===== src/rtl/wwr_pkg.sv =====
// Package for the whole-word replace stream: character constants, config and
// command types, and the small character helper functions.
// Depends on nothing; every other file of the block uses it.
package wwr_pkg;

  localparam int CHAR_W      = 8;
  localparam int LEN_W       = 4;
  localparam int HELD_DEPTH  = 8;
  localparam int HELD_IDX_W  = 3;
  localparam int CMD_DEPTH   = 4;
  localparam int CMD_PTR_W   = 2;
  localparam int DATA_W      = 64;
  localparam int ADDR_W      = 6;
  localparam int REG_IDX_W   = 3;
  localparam int REG_IDX_LSB = 3;

  localparam logic [CHAR_W-1:0] CHAR_SPACE  = 8'h20;
  localparam logic [CHAR_W-1:0] CHAR_UP_A   = 8'h41;
  localparam logic [CHAR_W-1:0] CHAR_UP_Z   = 8'h5a;
  localparam logic [CHAR_W-1:0] CHAR_LO_A   = 8'h61;
  localparam logic [CHAR_W-1:0] CHAR_LO_Z   = 8'h7a;
  localparam logic [CHAR_W-1:0] FOLD_OFFSET = 8'd32;

  // Register indexes (byte address / 8)
  localparam logic [REG_IDX_W-1:0] REG_CASE_SENSITIVE = 3'd0;
  localparam logic [REG_IDX_W-1:0] REG_FIND_LENGTH    = 3'd1;
  localparam logic [REG_IDX_W-1:0] REG_FIND_CHARS     = 3'd2;
  localparam logic [REG_IDX_W-1:0] REG_REPLACE_LENGTH = 3'd3;
  localparam logic [REG_IDX_W-1:0] REG_REPLACE_CHARS  = 3'd4;

  typedef logic [HELD_DEPTH-1:0][CHAR_W-1:0] chars_t;

  typedef struct packed {
    logic              case_sensitive;
    logic [LEN_W-1:0]  find_length;
    chars_t            find_chars;
    logic [LEN_W-1:0]  replace_length;
    chars_t            replace_chars;
  } cfg_t;

  // One command: a leading segment (replacement or held characters), then
  // optionally the arriving character, then optionally a replacement.
  typedef struct packed {
    logic              x_repl;
    logic [LEN_W-1:0]  held_count;
    chars_t            held;
    logic              c_emit;
    logic [CHAR_W-1:0] ch;
    logic              y_repl;
    logic              last;
  } cmd_t;

  function automatic logic is_letter(input logic [CHAR_W-1:0] c);
    return ((c >= CHAR_UP_A) && (c <= CHAR_UP_Z)) || ((c >= CHAR_LO_A) && (c <= CHAR_LO_Z));
  endfunction

  function automatic logic [CHAR_W-1:0] fold(input logic [CHAR_W-1:0] c);
    return ((c >= CHAR_UP_A) && (c <= CHAR_UP_Z)) ? c + FOLD_OFFSET : c;
  endfunction

  // Zero acts as one, anything above the cap saturates
  function automatic logic [LEN_W-1:0] clamp_len(input logic [LEN_W-1:0] len,
                                                 input logic [LEN_W-1:0] cap);
    logic [LEN_W-1:0] r;
    r = len;
    if (len == '0) r = LEN_W'(1);
    else if (len > cap) r = cap;
    return r;
  endfunction

endpackage


===== src/rtl/wwr_cfg.sv =====
// Configuration registers of the whole-word replace stream behind an APB-style port.
// Depends on wwr_pkg.
module wwr_cfg (
  input  logic                        clk_i,
  input  logic                        rst_ni,
  input  logic                        psel_i,
  input  logic                        penable_i,
  input  logic                        pwrite_i,
  input  logic [wwr_pkg::ADDR_W-1:0]  paddr_i,
  input  logic [wwr_pkg::DATA_W-1:0]  pwdata_i,
  output logic [wwr_pkg::DATA_W-1:0]  prdata_o,
  output wwr_pkg::cfg_t               cfg_o
);

  wwr_pkg::cfg_t                      cfg_q;
  logic [wwr_pkg::REG_IDX_W-1:0]      reg_idx;
  logic                               wr_en;

  assign reg_idx = paddr_i[wwr_pkg::REG_IDX_LSB +: wwr_pkg::REG_IDX_W];
  assign wr_en   = psel_i && penable_i && pwrite_i;

  // Write the addressed register in the access cycle
  always_ff @(posedge clk_i or negedge rst_ni) begin
    if (!rst_ni) begin
      cfg_q.case_sensitive <= 1'b1;
      cfg_q.find_length    <= wwr_pkg::LEN_W'(1);
      cfg_q.find_chars     <= '0;
      cfg_q.replace_length <= wwr_pkg::LEN_W'(1);
      cfg_q.replace_chars  <= '0;
    end else if (wr_en) begin
      unique case (reg_idx)
        wwr_pkg::REG_CASE_SENSITIVE: cfg_q.case_sensitive <= pwdata_i[0];
        wwr_pkg::REG_FIND_LENGTH:    cfg_q.find_length    <= pwdata_i[wwr_pkg::LEN_W-1:0];
        wwr_pkg::REG_FIND_CHARS:     cfg_q.find_chars     <= pwdata_i;
        wwr_pkg::REG_REPLACE_LENGTH: cfg_q.replace_length <= pwdata_i[wwr_pkg::LEN_W-1:0];
        wwr_pkg::REG_REPLACE_CHARS:  cfg_q.replace_chars  <= pwdata_i;
        default: ;
      endcase
    end
  end

  // Read back the addressed register
  always_comb begin
    unique case (reg_idx)
      wwr_pkg::REG_CASE_SENSITIVE: prdata_o = wwr_pkg::DATA_W'(cfg_q.case_sensitive);
      wwr_pkg::REG_FIND_LENGTH:    prdata_o = wwr_pkg::DATA_W'(cfg_q.find_length);
      wwr_pkg::REG_FIND_CHARS:     prdata_o = cfg_q.find_chars;
      wwr_pkg::REG_REPLACE_LENGTH: prdata_o = wwr_pkg::DATA_W'(cfg_q.replace_length);
      wwr_pkg::REG_REPLACE_CHARS:  prdata_o = cfg_q.replace_chars;
      default:                     prdata_o = '0;
    endcase
  end

  assign cfg_o = cfg_q;

endmodule


===== src/rtl/wwr_front.sv =====
// Front end: matches arriving characters against the search word, holds
// candidates and turns each word into an output command. Depends on wwr_pkg.
module wwr_front #(
  parameter int FIND_MAX = 8
) (
  input  logic                        clk_i,
  input  logic                        rst_ni,
  input  wwr_pkg::cfg_t               cfg_i,
  input  logic                        accept_i,
  input  logic [wwr_pkg::CHAR_W-1:0]  in_char_i,
  input  logic                        in_last_i,
  output logic                        cmd_push_o,
  output wwr_pkg::cmd_t               cmd_o
);

  localparam int FindCapInt = (FIND_MAX < wwr_pkg::HELD_DEPTH) ? FIND_MAX : wwr_pkg::HELD_DEPTH;
  localparam logic [wwr_pkg::LEN_W-1:0] FindCap = wwr_pkg::LEN_W'(FindCapInt);

  logic                        at_word_start_q, at_word_start_d;
  logic [wwr_pkg::LEN_W-1:0]   match_count_q, match_count_d;
  wwr_pkg::chars_t             held_q;

  logic [wwr_pkg::LEN_W-1:0]   flen;
  logic [wwr_pkg::LEN_W-1:0]   m_after;
  logic [wwr_pkg::CHAR_W-1:0]  find_c;
  logic                        full_match;
  logic                        ends_word;
  logic                        same_char;
  logic                        hold;
  logic                        new_full;

  // Classify the arriving character
  always_comb begin
    flen       = wwr_pkg::clamp_len(cfg_i.find_length, FindCap);
    full_match = match_count_q >= flen;
    m_after    = full_match ? '0 : match_count_q;
    find_c     = cfg_i.find_chars[m_after[wwr_pkg::HELD_IDX_W-1:0]];
    if (cfg_i.case_sensitive) begin
      ends_word = in_char_i == wwr_pkg::CHAR_SPACE;
      same_char = in_char_i == find_c;
    end else begin
      ends_word = !wwr_pkg::is_letter(in_char_i);
      same_char = wwr_pkg::fold(in_char_i) == wwr_pkg::fold(find_c);
    end
    hold     = ((m_after != '0) || at_word_start_q) && (m_after < flen) && same_char;
    new_full = (m_after + wwr_pkg::LEN_W'(1)) >= flen;
  end

  // Build the command for this character
  always_comb begin
    cmd_o.x_repl     = full_match && ends_word;
    cmd_o.held_count = match_count_q;
    cmd_o.held       = held_q;
    cmd_o.ch         = in_char_i;
    cmd_o.last       = in_last_i;
    cmd_o.c_emit     = 1'b1;
    cmd_o.y_repl     = 1'b0;
    if (hold) begin
      if (!full_match) begin
        // held candidate at string end: replace or flush including this one
        cmd_o.x_repl = new_full;
        cmd_o.c_emit = in_last_i && !new_full;
      end else begin
        cmd_o.c_emit = in_last_i && !new_full;
        cmd_o.y_repl = in_last_i && new_full;
      end
    end
  end

  assign cmd_push_o = accept_i && (!hold || full_match || in_last_i);

  // Advance the match state
  always_comb begin
    match_count_d   = hold ? m_after + wwr_pkg::LEN_W'(1) : '0;
    at_word_start_d = in_char_i == wwr_pkg::CHAR_SPACE;
    if (in_last_i) begin
      match_count_d   = '0;
      at_word_start_d = 1'b1;
    end
  end

  always_ff @(posedge clk_i or negedge rst_ni) begin
    if (!rst_ni) begin
      at_word_start_q <= 1'b1;
      match_count_q   <= '0;
    end else if (accept_i) begin
      at_word_start_q <= at_word_start_d;
      match_count_q   <= match_count_d;
    end
  end

  // Store held candidates
  always_ff @(posedge clk_i) begin
    if (accept_i && hold) begin
      held_q[m_after[wwr_pkg::HELD_IDX_W-1:0]] <= in_char_i;
    end
  end

endmodule


===== src/rtl/wwr_queue.sv =====
// Command queue between front and back end of the whole-word replace stream.
// Depends on wwr_pkg.
module wwr_queue (
  input  logic           clk_i,
  input  logic           rst_ni,
  input  logic           push_i,
  input  wwr_pkg::cmd_t  data_i,
  output logic           full_o,
  input  logic           pop_i,
  output wwr_pkg::cmd_t  data_o,
  output logic           empty_o
);

  wwr_pkg::cmd_t                   mem_q [wwr_pkg::CMD_DEPTH];
  logic [wwr_pkg::CMD_PTR_W-1:0]   wr_ptr_q, rd_ptr_q;
  logic [wwr_pkg::CMD_PTR_W:0]     count_q;
  logic                            do_push, do_pop;

  assign full_o  = count_q == (wwr_pkg::CMD_PTR_W+1)'(wwr_pkg::CMD_DEPTH);
  assign empty_o = count_q == '0;
  assign do_push = push_i && !full_o;
  assign do_pop  = pop_i && !empty_o;
  assign data_o  = mem_q[rd_ptr_q];

  // Advance pointers and fill count
  always_ff @(posedge clk_i or negedge rst_ni) begin
    if (!rst_ni) begin
      wr_ptr_q <= '0;
      rd_ptr_q <= '0;
      count_q  <= '0;
    end else begin
      if (do_push) wr_ptr_q <= wr_ptr_q + 1'b1;
      if (do_pop)  rd_ptr_q <= rd_ptr_q + 1'b1;
      if (do_push && !do_pop)      count_q <= count_q + 1'b1;
      else if (do_pop && !do_push) count_q <= count_q - 1'b1;
    end
  end

  // Store commands
  always_ff @(posedge clk_i) begin
    if (do_push) mem_q[wr_ptr_q] <= data_i;
  end

endmodule


===== src/rtl/wwr_back.sv =====
// Back end: walks each command one output word per cycle into the output
// register, while that register is free or being popped. Depends on wwr_pkg.
module wwr_back #(
  parameter int REPLACE_MAX = 8
) (
  input  logic                        clk_i,
  input  logic                        rst_ni,
  input  wwr_pkg::cfg_t               cfg_i,
  input  wwr_pkg::cmd_t               cmd_i,
  input  logic                        cmd_empty_i,
  output logic                        cmd_pop_o,
  output logic                        empty_o,
  input  logic                        pop_i,
  output logic [wwr_pkg::CHAR_W-1:0]  out_char_o,
  output logic                        out_last_o
);

  localparam int RepCapInt =
    (REPLACE_MAX < wwr_pkg::HELD_DEPTH) ? REPLACE_MAX : wwr_pkg::HELD_DEPTH;
  localparam logic [wwr_pkg::LEN_W-1:0] RepCap = wwr_pkg::LEN_W'(RepCapInt);

  typedef enum logic [1:0] {
    SEG_X,
    SEG_C,
    SEG_Y
  } seg_e;

  seg_e                        seg_q, seg_d, cur_seg;
  logic [wwr_pkg::LEN_W-1:0]   idx_q, idx_d, pos, pos_nx;
  logic                        out_valid_q;
  logic [wwr_pkg::CHAR_W-1:0]  out_char_q, cur_char;
  logic                        out_last_q;
  logic [wwr_pkg::LEN_W-1:0]   rlen, xlen;
  logic                        step, done;

  assign rlen = wwr_pkg::clamp_len(cfg_i.replace_length, RepCap);
  assign xlen = cmd_i.x_repl ? rlen : cmd_i.held_count;
  assign step = !cmd_empty_i && (!out_valid_q || pop_i);

  // Pick the current segment, skipping empty ones
  always_comb begin
    if ((seg_q == SEG_X) && (idx_q < xlen)) begin
      cur_seg = SEG_X;
      pos     = idx_q;
    end else if ((seg_q != SEG_Y) && cmd_i.c_emit) begin
      cur_seg = SEG_C;
      pos     = '0;
    end else begin
      cur_seg = SEG_Y;
      pos     = (seg_q == SEG_Y) ? idx_q : '0;
    end
    pos_nx = pos + wwr_pkg::LEN_W'(1);
  end

  // Select the word and the next position
  always_comb begin
    seg_d = seg_q;
    idx_d = idx_q;
    done  = 1'b0;
    unique case (cur_seg)
      SEG_X: begin
        cur_char = cmd_i.x_repl ? cfg_i.replace_chars[pos[wwr_pkg::HELD_IDX_W-1:0]]
                                : cmd_i.held[pos[wwr_pkg::HELD_IDX_W-1:0]];
        if (pos_nx < xlen) begin
          seg_d = SEG_X;
          idx_d = pos_nx;
        end else if (cmd_i.c_emit) begin
          seg_d = SEG_C;
          idx_d = '0;
        end else if (cmd_i.y_repl) begin
          seg_d = SEG_Y;
          idx_d = '0;
        end else begin
          done = 1'b1;
        end
      end
      SEG_C: begin
        cur_char = cmd_i.ch;
        if (cmd_i.y_repl) begin
          seg_d = SEG_Y;
          idx_d = '0;
        end else begin
          done = 1'b1;
        end
      end
      default: begin
        cur_char = cfg_i.replace_chars[pos[wwr_pkg::HELD_IDX_W-1:0]];
        if (pos_nx < rlen) begin
          seg_d = SEG_Y;
          idx_d = pos_nx;
        end else begin
          done = 1'b1;
        end
      end
    endcase
    if (done) begin
      seg_d = SEG_X;
      idx_d = '0;
    end
  end

  assign cmd_pop_o = step && done;

  // Hold state and the output register
  always_ff @(posedge clk_i or negedge rst_ni) begin
    if (!rst_ni) begin
      seg_q       <= SEG_X;
      idx_q       <= '0;
      out_valid_q <= 1'b0;
    end else begin
      if (step) begin
        seg_q       <= seg_d;
        idx_q       <= idx_d;
        out_valid_q <= 1'b1;
      end else if (pop_i) begin
        out_valid_q <= 1'b0;
      end
    end
  end

  always_ff @(posedge clk_i) begin
    if (step) begin
      out_char_q <= cur_char;
      out_last_q <= cmd_i.last && done;
    end
  end

  assign empty_o    = !out_valid_q;
  assign out_char_o = out_char_q;
  assign out_last_o = out_last_q;

endmodule


===== src/rtl/whole_word_replace_stream.sv =====
// Top level of the whole-word replace stream: config port, front end,
// command queue and back end. Depends on wwr_pkg and the wwr_* modules.
//
// Characters enter through push/full and results leave through empty/pop, one
// word per cycle on each side unless held by full or empty. A character that
// may start or continue a match is held in the front end and yields nothing
// until its word is decided. Every other accepted character, and every string
// end, turns into one command in a four-entry queue. The back end emits a
// command word by word: one for a plain character, up to nine for a decided
// word followed by the character that closed it, and up to sixteen when a
// replacement is followed by a second one at string end (possible only with a
// space in the search word). Input is refused only while the queue holds four
// commands, so the stream runs at one character per cycle while the output
// keeps pace, and the queue absorbs the bursts from flushes and replacements.
// The first output word of a command passes the queue and the output register.
// Configuration is written through the APB-style port with 64-bit registers
// at byte addresses 0, 8, 16, 24, 32; the user must write it only while the
// stream is idle, and the block itself does not enforce this.
module whole_word_replace_stream #(
  parameter int FIND_MAX    = 8,
  parameter int REPLACE_MAX = 8
) (
  input  logic                        clk_i,
  input  logic                        rst_ni,
  input  logic                        push,
  output logic                        full,
  input  logic [wwr_pkg::CHAR_W-1:0]  in_char_i,
  input  logic                        in_last_i,
  output logic                        empty,
  input  logic                        pop,
  output logic [wwr_pkg::CHAR_W-1:0]  out_char_o,
  output logic                        out_last_o,
  input  logic                        psel,
  input  logic                        penable,
  input  logic                        pwrite,
  input  logic [wwr_pkg::ADDR_W-1:0]  paddr,
  input  logic [wwr_pkg::DATA_W-1:0]  pwdata,
  output logic [wwr_pkg::DATA_W-1:0]  prdata,
  output logic                        pready
);

  wwr_pkg::cfg_t  cfg;
  wwr_pkg::cmd_t  cmd_in, cmd_out;
  logic           accept, cmd_push, cmd_pop, cmd_empty;

  assign pready = 1'b1;
  assign accept = push && !full;

  wwr_cfg u_cfg (
    .clk_i     (clk_i),
    .rst_ni    (rst_ni),
    .psel_i    (psel),
    .penable_i (penable),
    .pwrite_i  (pwrite),
    .paddr_i   (paddr),
    .pwdata_i  (pwdata),
    .prdata_o  (prdata),
    .cfg_o     (cfg)
  );

  wwr_front #(
    .FIND_MAX (FIND_MAX)
  ) u_front (
    .clk_i      (clk_i),
    .rst_ni     (rst_ni),
    .cfg_i      (cfg),
    .accept_i   (accept),
    .in_char_i  (in_char_i),
    .in_last_i  (in_last_i),
    .cmd_push_o (cmd_push),
    .cmd_o      (cmd_in)
  );

  wwr_queue u_queue (
    .clk_i   (clk_i),
    .rst_ni  (rst_ni),
    .push_i  (cmd_push),
    .data_i  (cmd_in),
    .full_o  (full),
    .pop_i   (cmd_pop),
    .data_o  (cmd_out),
    .empty_o (cmd_empty)
  );

  wwr_back #(
    .REPLACE_MAX (REPLACE_MAX)
  ) u_back (
    .clk_i       (clk_i),
    .rst_ni      (rst_ni),
    .cfg_i       (cfg),
    .cmd_i       (cmd_out),
    .cmd_empty_i (cmd_empty),
    .cmd_pop_o   (cmd_pop),
    .empty_o     (empty),
    .pop_i       (pop),
    .out_char_o  (out_char_o),
    .out_last_o  (out_last_o)
  );

endmodule

===== config.mk =====
export PLATFORM = sky130hd
export DESIGN_NAME = whole_word_replace_stream
export DESIGN_NICKNAME = d
export VERILOG_FILES = /design/src/rtl/wwr_pkg.sv /design/src/rtl/wwr_cfg.sv /design/src/rtl/wwr_front.sv /design/src/rtl/wwr_queue.sv /design/src/rtl/wwr_back.sv /design/src/rtl/whole_word_replace_stream.sv
export SDC_FILE = /design/constraint.sdc
export NUM_CORES = 1
export LEC_CHECK = 0
export BUFFER_PORTS_ARGS = -buffer_cell sky130_fd_sc_hd__buf_4
export CORE_ASPECT_RATIO = 0.5
export CORE_MARGIN = 5
export CORE_UTILIZATION = 45
export DETAILED_ROUTE_END_ITERATION = 8
export GPL_TIMING_DRIVEN = 0
export PLACE_DENSITY_LB_ADDON = 0.3
export SKIP_CTS_REPAIR_TIMING = 1
export SLEW_MARGIN = 30
export SYNTH_ARGS = -nofsm -noshare
export SYNTH_HDL_FRONTEND = slang
export SYNTH_SLANG_ARGS = --single-unit

===== constraint.sdc =====
create_clock -name clk_i -period 20.1 [get_ports clk_i]
set_input_delay 4.02 -clock clk_i [delete_from_list [all_inputs] [get_ports clk_i]]
set_output_delay 4.02 -clock clk_i [all_outputs]
set_load 0.03 [all_outputs]

-- Yosys cells after proc, flatten, opt, wreduce, memory -nomap -nowiden
Memory sizes are Yosys's and may differ from the RTL's.
Cells that the tools add are included.
Widths: inputs -> output; s select.
- flip-flop bits (word level): 229
- bits in latches: 0
- bits in writable memories: 320
- ROM bits: 0
- input port bits: 86
- output and inout bits: 76
- logic and storage cells: 184
- memories: 1
- $add $sub $neg: 8
- multipliers: 0
- divide/modulo/power cells: 0
- magnitude comparators: 17
- eq/ne operators: 11
- shift-type cells: 0
- multiplexer cells: 58
- bitwise logic cells: 0
- reduce and logical (&&, ||, !) cells: 52
- memories (name ; depth ; bits a word ; rd ports ; clocked after Yosys merged registers in ; wr ports ; line ; RTL):
    u_queue.mem_q ; 4 ; 80 ; 1 ; 0 ; 1 ; wwr_queue.sv:14 ; wwr_pkg::cmd_t mem_q [wwr_pkg::CMD_DEPTH];
- operator list (kind ; number):
    $pmux 64 s5 ; 1
    $bmux 8 s3 ; 3
    $bwmux 64 ; 1
    $mux 4 ; 16
    $mux 8 ; 7
    $demux 8 s3 ; 1
    $ge 8x7->1 const B ; 3
    $le 8x7->1 const B ; 3
    $logic_and 1x1->1 ; 23
    $add 8x6->8 const B ; 2
    $eq 8x8->1 ; 2
    $lt 4x4->1 ; 4
    $mux 1 ; 16
    $pmux 8 s2 ; 1
    $mux 2 ; 7
    $reduce_and 2->1 ; 6
    $add 4x1->4 const B ; 2
    $eq 8x6->1 const B ; 1
    $ge 4x4->1 ; 2
    $gt 4x4->1 const B ; 2
    $logic_not 1->1 ; 8
    $logic_not 4->1 ; 2
    $lt 3x4->1 const B ; 2
    $pmux 4 s2 ; 1
    other kinds (18) ; 30

-- Longest topological paths before layout
- depth after elaboration: 22
- depth in mapped cells: 28
- gate-level depth less buffers: 24

-- Modules after synthesis
Synthesis repeated with hierarchy kept, for this count alone.
- cells, all modules: 1561
- area total of the unflattened synthesis: 24622.4 um^2
- by module, submodules not included (module ; instances ; cells each ; area an instance (um^2) ; seq. area each (um^2)):
    wwr_queue ; 1 ; 454 ; 12049.1 ; 9784.4
    wwr_cfg ; 1 ; 454 ; 6113.4 ; 3432.0
    wwr_front ; 1 ; 311 ; 3902.5 ; 2048.2
    wwr_back ; 1 ; 339 ; 2532.4 ; 445.4
    whole_word_replace_stream ; 1 ; 3 ; 25.0 ; 0.0

-- Worst setup path before layout
Ideal clock, no wire load.
- kind: input port to flip-flop
- start: input in_char_i[0] in the netlist's numbering
- end: memory u_queue.mem_q[0][0] in the netlist's numbering, enable pin
- library setup time: 633 ps
- arrival: 11632 ps
- data required time: 19467 ps
- path slack: 7835 ps
- cell stages on the path: 9
- buffers on the path: 0
- cell sequence: or4_4 -> nor3_4 -> nor2_1 -> a31oi_1 -> xor3_1 -> a211oi_1 -> and3_4 -> o31a_1 -> nor3b_1
- word-level cells in the longest chain between the ends: 13
- elaborated cells between the ends (all ways): 16
- classes of those cells: add/sub (1); order compare (2); eq/ne (2); mux (4); reduce/logical (7)
- ends and longest elaborated chain (what ; line ; RTL):
    start, declared ; whole_word_replace_stream.sv:27 ; input logic [wwr_pkg::CHAR_W-1:0] in_char_i,
    $ge 8x7->1 or $le 8x7->1 (tied branches) ; wwr_pkg.sv:58 ; return ((c >= CHAR_UP_A) && (c <= CHAR_UP_Z)) ? c + FOLD_OFFSET : c;
    $logic_and 1x1->1 ; wwr_pkg.sv:58 ;
    $mux 8 ; wwr_pkg.sv:58 ;
    $eq 8x8->1 ; wwr_front.sv:43 ; same_char = wwr_pkg::fold(in_char_i) == wwr_pkg::fold(find_c);
    $mux 1 (*) ; wwr_front.sv:38 ; if (cfg_i.case_sensitive) begin
    $logic_and 1x1->1 (*) ; wwr_front.sv:45 ; hold = ((m_after != '0) || at_word_start_q) && (m_after < flen) && same_char;
    $logic_not 1->1 (*) ; wwr_front.sv:70 ; assign cmd_push_o = accept_i && (!hold || full_match || in_last_i);
    $logic_or 1x1->1 (*) (2 in series) ; wwr_front.sv:70 ;
    $logic_and 1x1->1 (*) ; wwr_front.sv:70 ;
    $logic_and 1x1->1 (*) ; wwr_queue.sv:21 ; assign do_push = push_i && !full_o;
    $mux 1 (*) ; wwr_queue.sv:41 ; if (do_push) mem_q[wr_ptr_q] <= data_i;
    $mux 1 (not written as such) (*) ; wwr_queue.sv:41 ;
    end, declared ; wwr_queue.sv:14 ;
Every way passes the cells marked *; elsewhere a longest branch is shown, timed or not.

-- Worst setup path in the final report
- start: input paddr[3] in the netlist's numbering
- end: output prdata[6] in the netlist's numbering
- word-level cells in the longest chain between the ends: 2
- elaborated cells between the ends (all ways): 6
- classes of those cells: eq/ne (4); mux (1); reduce/logical (1)
- ends and longest elaborated chain (what ; line ; RTL):
    start, declared ; whole_word_replace_stream.sv:36 ; input logic [wwr_pkg::ADDR_W-1:0] paddr,
    $eq 3x3->1, or another cell as far along ; wwr_cfg.sv:44 ; unique case (reg_idx)
    $pmux 64 s5 (*) ; wwr_cfg.sv:44 ;
    end, declared ; whole_word_replace_stream.sv:38 ; output logic [wwr_pkg::DATA_W-1:0] prdata,
Marked as above.

==> results.toml <==
[status]
status = "complete, no violations"

[route]
routed_wl_mm = 67.2
ant_nets = 0
viasPerCell = 5.93
drc_errors = 0
avgRoutedWirePerCell_um = 26.5
drt_iter0_markers = 1308
vias = 15000
first_pass_iters = 5

[floorplanning]
io_pins = 162
rows = 59
die-area_um2 = 58400
core_um2 = 52400
die_w_um = 337
start_util = 0.459
die_y_um = 173

[worst_setup_path]
cp_common_cell = "clkbuf_1"
cp_data_arrival_time_ns = 6.77
crit_path_cell_trace = "clkbuf_1 -> nor3b_1 -> clkbuf_1 -> clkbuf_1 -> nand2_1 -> o21ai_0 -> buf_4"
slowest_stage = "nor3b_1"
crit_fanout = 10
required_ns = 16.08
crit_type = "input port to primary output"
crit_path_start_kind = "input port"
slowest_delay_ns = 0.84
critPathCaptureType = "primary output"

[synth]
ys_ff_latch = 549
seq_area_frac_synth = 0.654
syn_inst = 1522
synthFlopType = "edfxtp_1"
synth_nets = 1641
netlist_area_um2 = 24000
synth_cell_type_count = 91
yosys_warnings = 0
syn_area_per_cell_um2 = 15.8
async_flop_share = 0.284
synth-edff-count = 393

[grt]
overflow = 0
grt_first_pass_wirelength_mm = 99.6
antenna_found_initial = 2
grt_use_total = 0.229
grt_pass1_vias = 15300
grt_max_degree = 63

[clock_tree]
htree_levels = 2
clk_path_buf_depth = 3
cts.sinks = 549
cts_buffers = 51
path_clk_slew_ns = 0.06
cts_root_buf = "clkbuf_16"
cts_tree = "done"
clock_latency_ns = 0.60

[final_layout]
antenna_cells = 0
layout.area.seq_um2 = 15700
nNetsFinal = 1914
n_fill_cell = 4275
final_layout_size_suffix_gt1_frac = 0.321
multi_input_area_um2 = 7850
stdcell_count = 2538
area_delta_synth_final_pct = 18.3

[min_path]
min_path_type = "flop to flop"

[timing]
tightest_slew_ns = 1.06
clock_skew_ns = 0.0200
fin_crit_sh = 0.537
finalHoldViolCount = 0
relSlewSlack = 0.294
rsz0062_at_grt = "no"
setup_viol = 0
min_period_ns = 10.79
fmax_mhz = 92.7
fin_setup_tns_ns = 0
slew_violations = 0

[power]
p_leak_nw = 10.7
p_per_area_nw_per_um2 = 144
ir_drop_mv = 0.0772

[place]
dp_cells = 2443
place.detailed.hpwl_mm = 48.7
gp_congestion = 0.926
numPortBuffers = 156

[flow_run]
maxCapViolCount = 0
[cell families (layout without fill, tap and decap cells)]
family | after synthesis | after routing | share of synthesized area
other | 1 | 1 | 0.000156
muxes | 265 | 265 | 0.162
AOI/OAI and AO/OA | 252 | 252 | 0.0773
and+or+nand+nor | 280 | 280 | 0.0589
DFF | 549 | 549 | 0.654
adders and majority gates | 33 | 33 | 0.0175
buffers and inverters | 123 | 438 | 0.0225
xor gates and xnor gates | 19 | 19 | 0.00786
[cell usage in the layout (no fill, tap or decap), types with 5 or more instances in the layout]
cell type / count
nand2b_1: 13
buf_2: 21
edfxtp_1: 393
nand3_1: 19
xor2_1: 6
buf_1: 5
a221o_1: 6
a21oi_1: 30
nor3b_1: 5
clkinv_1: 6
buf_6: 18
o21ai_0: 40
ha_1: 32
a31oi_1: 17
bufinv_16: 6
a22o_1: 53
and4_1: 7
nand2_1: 109
nor3_1: 13
clkinv_2: 10
a211oi_1: 14
mux2i_1: 43
inv_1: 33
buf_4: 200
and3_1: 11
dfrtp_1: 152
o22ai_1: 9
nor2b_1: 9
nand4_1: 10
o211ai_1: 11
clkbuf_16: 52
mux4_2: 86
and2_1: 6
nor2_1: 43
mux2_2: 133
xnor2_1: 11
clkbuf_1: 66
a21o_1: 11
[power breakdown]
| part | switching (mW) | internal (mW) |
|---|---|---|
| Clock | 0.428 | 0.568 |
| Sequential | 0.0932 | 1.44 |
| Combinational | 0.986 | 0.592 |
[critical path: cells and delay by family]
kind,cells,cell delay [ns]
AO/OA/AOI/OAI,1,0.20
buffers and inverters,4,1.58
AND/OR/NAND/NOR,2,0.96
[metal layers]
layer	up-vias	track usage	routed length [um]
met5	-	0	21
met4	4	0.0815	2500
met3	140	0.0563	5630
met2	655	0.367	31900
met1	7724	0.307	27200
li1	6523	-	-
[flip-flops by register name, indices dropped and copies added (netlist names)]
register and flops:
u_back.out_valid_q 1, u_queue.mem_q 320, u_back.seg_q 2, u_cfg.cfg_o 137, u_back.out_char_o 8, u_queue.wr_ptr_q 2
u_queue.rd_ptr_q 2, u_front.at_word_start_q 1, u_front.cmd_o 64, u_back.idx_q 4, u_front.match_count_q 4, u_back.out_last_o 1
u_queue.count_q 3
[cell type report]
class | instances | share of cell area
clock inverters | 29 | 0.0122
repair buffers | 220 | 0.0603
clock buffers | 66 | 0.0487
flip-flops and latches | 549 | 0.552
multi-input cells | 850 | 0.276
well taps | 701 | 0.0308
inverters | 37 | 0.00488
plain buffers | 86 | 0.0144
[stage by stage]
step | total power, mW | util | hold slack [ns] | worst slack, ns | cell area, um^2
2_1_floorplan | 2.52 | - | 0.454 | 7.83 | 24000
3_3_place_gp | 3.09 | 0.498 | 0.471 | 2.34 | 26100
3_5_place_dp | 3.10 | 0.509 | 0.482 | 9.41 | 26700
4_1_cts | 4.10 | 0.542 | 0.489 | 9.41 | 28400
5_1_grt | 4.29 | 0.543 | 0.500 | 9.23 | 28400
6_report | 4.11 | 0.543 | 0.489 | 9.31 | 28400
[path summary, 6_finish.rpt]
kind                                     start                 end  slack (ns)  cells after the start
max                                   paddr[3]           prdata[6]        9.31                      7
min                         u_queue.count_q[2]  u_queue.count_q[2]        0.49                      1
max reg2reg                u_queue.rd_ptr_q[1]  u_queue.count_q[2]       12.51                     27
min reg2reg                 u_queue.count_q[2]  u_queue.count_q[2]        0.49                      1
max in group asynchronous               rst_ni    u_cfg.cfg_o[132]       16.08                      2
min in group asynchronous               rst_ni     u_cfg.cfg_o[16]        3.32                      1
[synth_stat cells, types with 9 or more instances]
library cell / instances / area share
a22o_1: 53 / 0.019
dfrtp_1: 152 / 0.16
nand4_1: 10 / 0.0026
a31oi_1: 17 / 0.0044
nor2b_1: 9 / 0.0023
o21ai_0: 40 / 0.0083
nor3_1: 15 / 0.0031
inv_1: 33 / 0.0052
o22ai_1: 9 / 0.0023
nand2b_1: 13 / 0.0034
mux2i_1: 43 / 0.018
nand2_1: 109 / 0.017
edfxtp_1: 393 / 0.49
nor3b_1: 9 / 0.0028
buf_2: 10 / 0.0021
o211ai_1: 11 / 0.0034
and3_1: 11 / 0.0029
mux4_2: 86 / 0.081
clkbuf_1: 59 / 0.0092
mux2_2: 133 / 0.062
xnor2_1: 11 / 0.0040
a21o_1: 11 / 0.0034
nor2_1: 44 / 0.0069
ha_1: 32 / 0.017
a21oi_1: 30 / 0.0062
a211oi_1: 14 / 0.0044
nand3_1: 19 / 0.0040
Note: power is estimated with default switching activity, not from simulation.
